`config.mk`:
```
export PLATFORM = sky130hd
export DESIGN_NAME = section_stream_deframer_crc16_top
export DESIGN_NICKNAME = d
export VERILOG_FILES = /design/src/sv/ssd_pkg.sv /design/src/sv/ssd_in_reg.sv /design/src/sv/ssd_parser.sv /design/src/sv/ssd_out_reg.sv /design/src/sv/section_stream_deframer_crc16_top.sv
export SDC_FILE = /design/constraint.sdc
export NUM_CORES = 1
export LEC_CHECK = 0
export BUFFER_PORTS_ARGS = -buffer_cell sky130_fd_sc_hd__buf_2
export CORE_MARGIN = 4
export CORE_UTILIZATION = 40
export CTS_CLUSTER_DIAMETER = 80
export DETAILED_ROUTE_END_ITERATION = 12
export PLACE_DENSITY = 0.59
export SYNTH_ARGS = -nofsm -noshare
export SYNTH_HDL_FRONTEND = slang
export SYNTH_HIERARCHICAL = 1
export SYNTH_SLANG_ARGS = --single-unit
```
`constraint.sdc`:
```
create_clock -name clk -period 11.71 [get_ports clk]
set_input_delay 1.7565 -clock clk [delete_from_list [all_inputs] [get_ports clk]]
set_output_delay 1.7565 -clock clk [all_outputs]
set_load 0.03 [all_outputs]
```
`src/sv/ssd_pkg.sv`:
```
// Shared types, constants and the CRC byte update for the section stream deframer.
package ssd_pkg;

	localparam logic [15:0] CRC_POLY  = 16'h1f45;
	localparam logic [15:0] CRC_START = 16'h8320;
	localparam logic [31:0] END_TYPE  = 32'hffff_ffff;

	localparam logic [1:0] EV_SECTION = 2'd0;
	localparam logic [1:0] EV_PAYLOAD = 2'd1;
	localparam logic [1:0] EV_END     = 2'd2;

	typedef struct packed {
		logic [1:0]         kind;
		logic signed [31:0] sect_type;
		logic [30:0]        sect_len;
		logic [31:0]        pay_off;
		logic [7:0]         pay_byte;
		logic               pad;
		logic               match;
		logic [15:0]        crc;
	} ssd_event_t;

	// Shift-left CRC over one byte, most significant bit first.
	function automatic logic [15:0] crc16_byte(input logic [15:0] crc, input logic [7:0] b);
		logic [15:0] c;
		c = crc ^ {b, 8'h00};
		for (int i = 0; i < 8; i++) begin
			if (c[15]) begin
				c = {c[14:0], 1'b0} ^ CRC_POLY;
			end else begin
				c = {c[14:0], 1'b0};
			end
		end
		return c;
	endfunction

endpackage

```
`src/sv/ssd_in_reg.sv`:
```
// Input register stage holding one stream word.
module ssd_in_reg import ssd_pkg::*; (
	input  logic       clk,
	input  logic       arst_n,
	input  logic       in_valid,
	output logic       in_stall,
	input  logic [7:0] data_byte,
	input  logic       out_free,
	output logic       valid_s1,
	output logic [7:0] byte_s1
);

	logic advance;

	assign advance  = valid_s1 & out_free;
	assign in_stall = valid_s1 & ~advance;

	always_ff @(posedge clk or negedge arst_n) begin
		if (!arst_n) begin
			valid_s1 <= 1'b0;
		end else if (!in_stall) begin
			valid_s1 <= in_valid;
		end
	end

	always_ff @(posedge clk) begin
		if (in_valid && !in_stall) begin
			byte_s1 <= data_byte;
		end
	end

endmodule

```
`src/sv/ssd_parser.sv`:
```
// Framing state machine, CRC accumulation and event generation.
module ssd_parser import ssd_pkg::*; (
	input  logic       clk,
	input  logic       arst_n,
	input  logic       take,
	input  logic [7:0] byte_s1,
	output logic       ev_valid,
	output ssd_event_t ev
);

	typedef enum logic [1:0] {
		PH_CHECK_HDR,
		PH_SECT_HDR,
		PH_PAYLOAD
	} phase_t;

	phase_t      phase_q, phase_nx;
	logic [2:0]  cnt_q, cnt_nx;
	logic [63:0] shift_q, shift_nx, shift_in;
	logic [15:0] crc_q, crc_nx;
	logic [31:0] decl_q, decl_nx;
	logic [31:0] left_q, left_nx;
	logic        ovr_q, ovr_nx;
	logic [31:0] type_q, type_nx;
	logic [30:0] len_q, len_nx;
	logic [31:0] total_q, total_nx;
	logic [31:0] done_q, done_nx;
	logic [31:0] poff_q, poff_nx;
	logic [31:0] off_q, off_nx;
	logic [31:0] w0, w1;
	logic [30:0] new_len;

	always_comb begin
		phase_nx = phase_q;
		cnt_nx   = cnt_q;
		shift_nx = shift_q;
		crc_nx   = crc_q;
		decl_nx  = decl_q;
		left_nx  = left_q;
		ovr_nx   = ovr_q;
		type_nx  = type_q;
		len_nx   = len_q;
		total_nx = total_q;
		done_nx  = done_q;
		poff_nx  = poff_q;
		off_nx   = off_q;
		ev_valid = 1'b0;
		ev       = '0;
		shift_in = {byte_s1, shift_q[63:8]};
		w0       = shift_in[31:0];
		w1       = shift_in[63:32];
		new_len  = w1[31] ? 31'd0 : w1[30:0];

		if (take) begin
			off_nx = off_q + 32'd1;
			// Every word after the check header counts towards the group.
			if (phase_q != PH_CHECK_HDR) begin
				if (left_q != 32'd0) begin
					left_nx = left_q - 32'd1;
					crc_nx  = crc16_byte(crc_q, byte_s1);
				end else begin
					ovr_nx = 1'b1;
				end
			end

			if (phase_q == PH_PAYLOAD) begin
				ev_valid     = 1'b1;
				ev.kind      = EV_PAYLOAD;
				ev.sect_type = type_q;
				ev.sect_len  = len_q;
				ev.pay_off   = poff_q;
				ev.pay_byte  = byte_s1;
				ev.pad       = (done_q >= {1'b0, len_q});
				done_nx      = done_q + 32'd1;
				if (done_nx == total_q) begin
					phase_nx = PH_SECT_HDR;
				end
			end else begin
				shift_nx = shift_in;
				cnt_nx   = cnt_q + 3'd1;
				if (cnt_q == 3'd7) begin
					shift_nx = '0;
					if (phase_q == PH_CHECK_HDR) begin
						left_nx  = w0;
						decl_nx  = w1;
						crc_nx   = CRC_START;
						ovr_nx   = 1'b0;
						phase_nx = PH_SECT_HDR;
					end else if (w0 == END_TYPE) begin
						ev_valid     = 1'b1;
						ev.kind      = EV_END;
						ev.sect_type = END_TYPE;
						ev.match     = !ovr_nx && (left_nx == 32'd0) &&
						               ({16'h0000, crc_nx} == decl_q);
						ev.crc       = crc_nx;
						phase_nx     = PH_CHECK_HDR;
					end else begin
						type_nx      = w0;
						len_nx       = new_len;
						total_nx     = ({1'b0, new_len} + 32'd3) & ~32'd3;
						done_nx      = '0;
						poff_nx      = off_nx;
						ev_valid     = 1'b1;
						ev.kind      = EV_SECTION;
						ev.sect_type = w0;
						ev.sect_len  = new_len;
						ev.pay_off   = off_nx;
						phase_nx     = (total_nx != 32'd0) ? PH_PAYLOAD : PH_SECT_HDR;
					end
				end
			end
		end
	end

	always_ff @(posedge clk or negedge arst_n) begin
		if (!arst_n) begin
			phase_q <= PH_CHECK_HDR;
			cnt_q   <= '0;
			shift_q <= '0;
			crc_q   <= CRC_START;
			decl_q  <= '0;
			left_q  <= '0;
			ovr_q   <= 1'b0;
			type_q  <= '0;
			len_q   <= '0;
			total_q <= '0;
			done_q  <= '0;
			poff_q  <= '0;
			off_q   <= '0;
		end else begin
			phase_q <= phase_nx;
			cnt_q   <= cnt_nx;
			shift_q <= shift_nx;
			crc_q   <= crc_nx;
			decl_q  <= decl_nx;
			left_q  <= left_nx;
			ovr_q   <= ovr_nx;
			type_q  <= type_nx;
			len_q   <= len_nx;
			total_q <= total_nx;
			done_q  <= done_nx;
			poff_q  <= poff_nx;
			off_q   <= off_nx;
		end
	end

endmodule

```
`src/sv/ssd_out_reg.sv`:
```
// Result register driving the output channel.
module ssd_out_reg import ssd_pkg::*; (
	input  logic       clk,
	input  logic       arst_n,
	input  logic       ev_valid,
	input  ssd_event_t ev,
	output logic       out_free,
	output logic       out_valid,
	input  logic       out_stall,
	output ssd_event_t ev_q
);

	assign out_free = ~out_valid | ~out_stall;

	always_ff @(posedge clk or negedge arst_n) begin
		if (!arst_n) begin
			out_valid <= 1'b0;
		end else if (out_free) begin
			out_valid <= ev_valid;
		end
	end

	always_ff @(posedge clk) begin
		if (out_free && ev_valid) begin
			ev_q <= ev;
		end
	end

endmodule

```
`src/sv/section_stream_deframer_crc16_top.sv`:
```
// A word accepted into the input register passes the framing logic into the result register, if it gives a result.
// One word per cycle while the output is not stalled; the input register and the result register are
// the only stages, with the framing and CRC update between them.
// A stalled output holds one result and one further word waits in the input register.
// Reset (arst_n low, asynchronous) empties both registers and returns the parser
// to expecting a check header with the CRC at its start value.
module section_stream_deframer_crc16_top import ssd_pkg::*; (
	input  logic               clk,
	input  logic               arst_n,
	input  logic               in_valid,
	output logic               in_stall,
	input  logic [7:0]         data_byte,
	output logic               out_valid,
	input  logic               out_stall,
	output logic [1:0]         event_kind,
	output logic signed [31:0] section_type,
	output logic [30:0]        section_length,
	output logic [31:0]        payload_offset,
	output logic [7:0]         payload_byte,
	output logic               is_padding,
	output logic               crc_match,
	output logic [15:0]        crc_value
);

	logic       out_free;
	logic       valid_s1;
	logic [7:0] byte_s1;
	logic       ev_valid;
	ssd_event_t ev;
	ssd_event_t ev_q;

	ssd_in_reg u_in (
		.clk       (clk),
		.arst_n    (arst_n),
		.in_valid  (in_valid),
		.in_stall  (in_stall),
		.data_byte (data_byte),
		.out_free  (out_free),
		.valid_s1  (valid_s1),
		.byte_s1   (byte_s1)
	);

	ssd_parser u_parser (
		.clk      (clk),
		.arst_n   (arst_n),
		.take     (valid_s1 & out_free),
		.byte_s1  (byte_s1),
		.ev_valid (ev_valid),
		.ev       (ev)
	);

	ssd_out_reg u_out (
		.clk       (clk),
		.arst_n    (arst_n),
		.ev_valid  (ev_valid),
		.ev        (ev),
		.out_free  (out_free),
		.out_valid (out_valid),
		.out_stall (out_stall),
		.ev_q      (ev_q)
	);

	assign event_kind     = ev_q.kind;
	assign section_type   = ev_q.sect_type;
	assign section_length = ev_q.sect_len;
	assign payload_offset = ev_q.pay_off;
	assign payload_byte   = ev_q.pay_byte;
	assign is_padding     = ev_q.pad;
	assign crc_match      = ev_q.match;
	assign crc_value      = ev_q.crc;

`ifndef SYNTHESIS
	a_stall_only_when_full: assert property (@(posedge clk) disable iff (!arst_n)
		in_stall |-> valid_s1)
		else $error("input stalled with an empty input register");

	a_end_type: assert property (@(posedge clk) disable iff (!arst_n)
		(out_valid && event_kind == EV_END) |-> (section_type == END_TYPE &&
		section_length == 31'd0 && payload_offset == 32'd0))
		else $error("group end carries section fields");

	a_payload_only: assert property (@(posedge clk) disable iff (!arst_n)
		(out_valid && event_kind != EV_PAYLOAD) |-> (payload_byte == 8'd0 && !is_padding))
		else $error("payload fields set outside a payload word");

	a_check_only_at_end: assert property (@(posedge clk) disable iff (!arst_n)
		(out_valid && event_kind != EV_END) |-> (!crc_match && crc_value == 16'd0))
		else $error("check fields set outside a group end");
`endif

endmodule
```
==> impl_metrics.json, run 1 <==
{
  "core.rowCount": 88,
  "initial_standard_cell_utilization_of_the_core": 0.405,
  "grt_setup_unrepaired": "false",
  "setup_viol": 0,
  "antenna_found_initial": 0,
  "postSynthCellCount": 2352,
  "drtIter0Drc": 1771,
  "worst_pin_slew_ns": 1.13,
  "synth_seq_area_share": 0.525,
  "first_pass_grt_wire_length_um": 101000,
  "timing.critical_path.slowest_cell_delay_ns": 0.84,
  "antenna_viol_nets_final": 0,
  "routabilityCongestion": 0.923,
  "worst_setup_hold_path_clk_slew_ns": 0.06,
  "numCtsBuffers": 49,
  "cp_slowest_cell": "sky130_fd_sc_hd__buf_4",
  "dp_hpwl_um": 43200,
  "report.power.total_mw": 6.99,
  "detail_route.vias_per_cell": 5.51,
  "largest_net_degree_at_the_start_of_global_routing": 167,
  "dieHeight_um": 250,
  "power.sequential.fraction": 0.392,
  "power_frac_clock": 0.223,
  "grtUsageTotal": 0.201,
  "outcome": "finished, final reports clean",
  "final_net_count": 2469,
  "crit_path_start_kind": "input pin",
  "grt_pass1_vias": 17400,
  "number_of_max_slew_violations_in_the_final_report": 0,
  "crit_path_end_kind": "flip-flop",
  "core_region_area_um2": 57800,
  "drive_gt1_frac": 0.126,
  "synth-seq-cells": 464,
  "crit_top_cell": "sky130_fd_sc_hd__buf_4",
  "swShare": 0.413,
  "drt_pre_antenna_iters": 8,
  "timing.max_slew.rel_slack": 0.244,
  "power_leakage_nw": 11.6,
  "clock.fmax_mhz": 193,
  "finalCritPeriodShare": 0.443,
  "final_cell_mix": "sky130_fd_sc_hd__nand2_1 (384), sky130_fd_sc_hd__dfrtp_1 (329), sky130_fd_sc_hd__o21ai_0 (211)",
  "syn-mean-instance-area_um2": 9.95,
  "ys_warn_count": 6,
  "max_cap_viol_count": 0,
  "comb_power_share": 0.385,
  "num_vias": 17800,
  "detail_route.wl_per_cell_um": 19.9,
  "grt_remaining_overflow": 0,
  "ys_async_sr_fraction": 0.718,
  "clk_sinks": 464,
  "ctsLongestPathBuffers": 3,
  "worst-endpoint-arrival_ns": 5.41,
  "die_ar_um2": 62400,
  "power-per-cell-area_nw_per_um2": 266,
  "cts_tree": "built",
  "netlist-cell-type-count": 84,
  "maximum_level_of_the_cts_h_tree": 2,
  "area_delta_synth_final_pct": 12.5,
  "insertedDiodeCount": 0,
  "internal-power_mw": 4.11,
  "pin_count": 137,
  "cts_hold_repair.buffers": 0,
  "hp-class": "reg2reg",
  "synth-edff-count": 131,
  "timing.clock.skew_ns": 0.0226,
  "syn_area_um2": 23400,
  "most_common_cell_after_layout_fill_and_taps_aside": "sky130_fd_sc_hd__nand2_1",
  "final_period_minus_worst_setup_slack_ns": 5.19,
  "fp.dieW_um": 250,
  "post_route_wl_um": 64200,
  "port_buffers": 136,
  "ir_worst_vdd_uv": 204,
  "critPathKind": "in2reg",
  "cell_at_the_root_of_the_clock_tree": "sky130_fd_sc_hd__clkbuf_16",
  "clk_latency_ns": 0.61,
  "synth-main-ff-cell": "sky130_fd_sc_hd__dfrtp_1",
  "critical_path_peak_fanout": 63,
  "setup_tns_ns": 0,
  "post-cts-setup-buffer-count": 0,
  "gates_resized_cts_repair": 0,
  "critPathRequiredTime_ns": 11.93,
  "timing.critical_path.cells": "buf_2, nand2_1, and2_2, buf_4, inv_1, or2_2, nand2_1, a21boi_4, buf_4, buf_4",
  "p_switching_mw": 2.88,
  "drcViolationCount": 0,
  "mappedNetlistNets": 2402,
  "report.final.hold_viol_count": 0
}
==> state kept, by name (all words and copies together) (netlist names) <==
name and count:
u_out/ev_q 123, u_parser/shift_q 56, u_parser/decl_q 32, u_parser/done_q 32
u_parser/left_q 32, u_parser/off_q 32, u_parser/poff_q 32, u_parser/type_q 32
u_parser/len_q 31, u_parser/total_q 30, u_parser/crc_q 16, u_in/byte_s1 8
u_parser/cnt_q 3, u_parser/phase_q 2, u_in/valid_s1 1, u_out/out_valid 1
u_parser/ovr_q 1
==> logic make-up after synthesis <==
logic type / count (synthesis) / synth area share
AO/OA/AOI/OAI: 555 / 0.149
XOR/XNOR: 210 / 0.0831
adder cells (fa/ha/maj): 38 / 0.0203
buffers and inverters: 209 / 0.0349
flip-flops: 464 / 0.525
multiplexers: 45 / 0.0213
AND/OR/NAND/NOR: 831 / 0.166
==> cell type report <==
class,instances,area [um2]
clock buffer,75,1440
timing repair buffer,160,883
inverter,65,244
clock inverter,17,170
sequential,464,12300
multi-input combinational,1679,10300
tap,765,957
fill,5479,31500
==> path summary, 6_finish.rpt <==
check / start / end / slack [ns] / cells past startpoint
max in group asynchronous: arst_n / u_parser/off_q[11]$_DFFE_PN0P_ / 9.00 / 2
hold / removal: u_parser/poff_q[15]$_DFFE_PN0P_ / u_parser/poff_q[15]$_DFFE_PN0P_ / 0.48 / 1
setup reg to reg: u_out/out_valid$_DFFE_PN0P_ / u_out/ev_q[39]$_DFFE_PP_ / 7.33 / 9
min in group asynchronous: arst_n / u_parser/crc_q[14]$_DFFE_PN0P_ / 1.23 / 1
setup / recovery: out_stall / u_out/ev_q[39]$_DFFE_PP_ / 6.52 / 10
hold reg to reg: u_parser/poff_q[15]$_DFFE_PN0P_ / u_parser/poff_q[15]$_DFFE_PN0P_ / 0.48 / 1
==> metrics by stage <==
step	area [um2]	setup slack, ns	hold WS [ns]	utilization	cells
2_1_floorplan	23400	4.86	0.446	-	2352
3_3_place_gp	24700	5.91	0.458	0.427	3133
3_5_place_dp	24700	5.84	0.463	0.427	3133
4_1_cts	26300	6.47	0.478	0.455	3225
5_1_grt	26300	6.30	0.491	0.455	3225
6_report	26300	6.52	0.476	0.455	3225
==> power by group through the flow <==
stage | Sequential (mW) | Clock, mW | Combinational, mW
finish | 2.74 | 1.56 | 2.69
global route | 2.80 | 1.67 | 2.98
CTS | 2.74 | 1.60 | 2.69
detailed placement | 2.76 | 0 | 2.68
global placement | 2.75 | 0 | 2.64
floorplan | 2.66 | 0 | 1.95
==> cell usage after synthesis (all sizes together) (6+ instances only) <==
| library cell | number | area (um2) |
|---|---|---|
| and2 | 22 | 140 |
| or2 | 8 | 50.1 |
| nor3 | 31 | 155 |
| ha | 38 | 475 |
| a21oi | 100 | 504 |
| nand4 | 47 | 294 |
| nor4 | 28 | 203 |
| or4 | 6 | 45.0 |
| or3 | 14 | 92.6 |
| nor3b | 6 | 45.0 |
| o2bb2ai | 6 | 52.6 |
| mux2 | 38 | 428 |
| dfrtp | 329 | 8230 |
| buf | 19 | 104 |
| nand2 | 386 | 1450 |
| nand2b | 15 | 101 |
| mux2i | 7 | 70.1 |
| and4 | 12 | 105 |
| edfxtp | 131 | 3930 |
| a21o | 73 | 548 |
| a31oi | 13 | 81.3 |
| o31ai | 32 | 240 |
| o41ai | 6 | 52.6 |
| o22ai | 22 | 138 |
| xor2 | 56 | 498 |
| and3 | 34 | 213 |
| a211oi | 6 | 45.0 |
| nor2 | 148 | 556 |
| inv | 65 | 244 |
| o21ai | 214 | 1080 |
| clkbuf | 125 | 469 |
| xnor2 | 149 | 1330 |
| nand3 | 47 | 235 |
| nor2b | 13 | 81.3 |
| a22o | 35 | 307 |
==> metal layers <==
metal  track usage  wire, um  up-vias
met1         0.280     29100     8790
li1              -         -     8437
met2         0.332     30700      454
met3        0.0283      3010       96
met4        0.0500      1420        0
met5             0         0        -
==> worst max-delay path: cells and delay by family <==
kind            cells  cell delay (ns)
buf+inv             5             2.54
simple gates        4             0.82
compound gates      1             0.19
Power figures use the tool's default switching activity.
==> inputs of run 2 (changes only) <==
- PLACE_DENSITY: 0.59 -> 0.61
- clock period: 11.71 -> 4.7 ns (I/O delays scaled with it)
==> run 2 against run 1 <==
  * First-iteration DRC count is 18% lower
  * Design area is 1.2% higher
  * Setup slack got worse by 5.7 ns
  * Largest cell class unchanged
  * Cell count up 0.68%
  * Critical path type is now reg2reg
  * Clock power rose to 2.6 times the previous value
  * Register-to-register slack lost 6.5 ns
  * Critical path depth is the same
  * Worst hold slack got worse by 0.19 ns
  * Sequential share of layout area decreased by 0.55 points
==> impl_metrics.json, run 2 (same netlist as run 1, synthesis figures left out) <==
{
  "cts_hold_repair.buffers": 1,
  "stdcell_area_um2": 26600,
  "area_delta_synth_final_pct": 13.8,
  "worst_slack_ns": 0.848,
  "placedCellCount": 3150,
  "critPathLaunch": "u_in/byte_s1[7]$_DFFE_PP_",
  "core.rowCount": 88,
  "most_common_cell_after_layout_fill_and_taps_aside": "sky130_fd_sc_hd__nand2_1",
  "seqCellArea_um2": 12300,
  "largest_net_degree_at_the_start_of_global_routing": 112,
  "worst_setup_hold_path_clk_slew_ns": 0.06,
  "port_buffers": 136,
  "drt_pre_antenna_iters": 5,
  "gates_resized_cts_repair": 0,
  "timing.max_slew.rel_slack": 0.284,
  "critical_path_peak_fanout": 37,
  "dp_hpwl_um": 44500,
  "cp_slowest_cell": "sky130_fd_sc_hd__nor3_1",
  "detail_route.vias_per_cell": 5.52,
  "numCtsBuffers": 51,
  "number_of_max_slew_violations_in_the_final_report": 0,
  "fp.dieW_um": 250,
  "die_ar_um2": 62400,
  "cell_at_the_root_of_the_clock_tree": "sky130_fd_sc_hd__clkbuf_16",
  "timing.critical_path.cells": "buf_4, and4b_1, nand4_1, nor3_1, nand4_1, mux2i_1, a31oi_1, nor3_1, nor2_1, mux2_2",
  "finalCritPeriodShare": 0.820,
  "stdcell_count": 3247,
  "report.final.hold_viol_count": 0,
  "power_leakage_nw": 11.8,
  "timing.critical_path.slowest_cell_delay_ns": 0.80,
  "initial_standard_cell_utilization_of_the_core": 0.405,
  "worst_pin_slew_ns": 1.07,
  "grt_setup_unrepaired": "false",
  "num_vias": 17900,
  "crit_path_start_kind": "flip-flop",
  "worst-endpoint-arrival_ns": 4.34,
  "first_pass_grt_wire_length_um": 104000,
  "drive_gt1_frac": 0.134,
  "rr_startpoint": "u_in/byte_s1[7]$_DFFE_PP_",
  "setup_viol": 0,
  "clk_sinks": 464,
  "timing.clock.skew_ns": 0.0296,
  "power-per-cell-area_nw_per_um2": 666,
  "grtUsageTotal": 0.205,
  "antenna_found_initial": 0,
  "final_period_minus_worst_setup_slack_ns": 3.85,
  "grt_pass1_vias": 17700,
  "holdWs_ns": 0.282,
  "setup_tns_ns": 0,
  "post_route_wl_um": 64700,
  "maximum_level_of_the_cts_h_tree": 2,
  "filler_cell_count_in_the_final_layout": 5437,
  "largest_register_ffs": 123,
  "routabilityCongestion": 0.895,
  "postPlaceCellArea_um2": 24900,
  "core_region_area_um2": 57800,
  "final_cell_mix": "sky130_fd_sc_hd__nand2_1 (384), sky130_fd_sc_hd__dfrtp_1 (329), sky130_fd_sc_hd__o21ai_0 (211)",
  "dieHeight_um": 250,
  "cts_tree": "built",
  "detail_route.wl_per_cell_um": 19.9,
  "outcome": "finished, final reports clean",
  "drcViolationCount": 0,
  "min_from": "data_byte[2]",
  "max_cap_viol_count": 0,
  "largest_registers_ranked_by_flip_flop_count": "u_out/ev_q x123, u_parser/shift_q x56",
  "drtIter0Drc": 1451,
  "clk_latency_ns": 0.62,
  "ctsLongestPathBuffers": 3,
  "antenna_viol_nets_final": 0,
  "largest-register": "u_out/ev_q",
  "critPathKind": "reg2reg",
  "clock.fmax_mhz": 260,
  "post-cts-setup-buffer-count": 0,
  "ir_worst_vdd_uv": 456,
  "insertedDiodeCount": 0,
  "area_of_the_multi_input_gates_um2": 10300,
  "crit_path_end_kind": "flip-flop",
  "preCtsSetupSlack_ns": 0.882,
  "pin_count": 137,
  "r2r_slack_ns": 0.85,
  "final_net_count": 2489,
  "hp-class": "in2reg",
  "critPathRequiredTime_ns": 5.18,
  "grt_remaining_overflow": 0
}
-- run 2: cell types whose count changed in the layout (fill, tap and decap cells not counted), moves of 2 or more --
cell                         delta
sky130_fd_sc_hd__buf_12         +6
sky130_fd_sc_hd__clkinv_8       -2
sky130_fd_sc_hd__clkbuf_1       -3
sky130_fd_sc_hd__clkinv_16      +2
sky130_fd_sc_hd__clkbuf_8       +3
sky130_fd_sc_hd__clkinvlp_4     +2
sky130_fd_sc_hd__buf_4         +11
-- run 2: path summary, 6_finish.rpt --
kind | end | cells after the start
max in group asynchronous | u_parser/poff_q[19]$_DFFE_PN0P_ | 3
min in group asynchronous | u_parser/crc_q[6]$_DFFE_PN0P_ | 2
setup reg to reg | u_parser/phase_q[1]$_DFFE_PN0P_ | 10
setup / recovery | u_parser/phase_q[1]$_DFFE_PN0P_ | 10
hold reg to reg | u_parser/poff_q[30]$_DFFE_PN0P_ | 1
hold / removal | u_in/byte_s1[2]$_DFFE_PP_ | 1
-- run 2: cell type report --
| cell class | instances | area share |
|---|---|---|
| clock inverter | 20 | 0.00855 |
| sequential | 464 | 0.461 |
| multi-input combinational | 1679 | 0.388 |
| clock buffer | 76 | 0.0561 |
| inverter | 65 | 0.00916 |
| timing repair buffer | 178 | 0.0412 |
| tap | 765 | 0.0359 |
-- run 2: critical path: cells and delay by family (launching register included) --
| kind | cells | cell delay [ns] |
|---|---|---|
| AND/OR/NAND/NOR | 6 | 2.27 |
| AO/OA/AOI/OAI | 1 | 0.10 |
| flip-flops | 1 | 0.50 |
| multiplexers | 2 | 0.52 |
| buffers and inverters | 1 | 0.31 |
-- run 2: power by group --
group          switching, mW  internal, mW  leakage (nW)
combinational           4.27          2.64          5.32
clock                   1.71          2.34         0.835
sequential              1.34          5.42          5.60
-- run 2: stage by stage --
step,util,total power [mW]
after floorplan,-,11.5
after global placement,0.431,13.5
after detailed placement,0.431,13.7
after CTS,0.461,17.8
after global routing,0.461,18.9
final,0.461,17.7
-- run 2: metal layers --
metal	vias to the layer above	GRT usage	wire, um
met5	-	0	0
met4	0	0.0569	1680
met3	105	0.0286	3170
met2	492	0.334	30700
met1	8828	0.289	29100
li1	8486	-	-
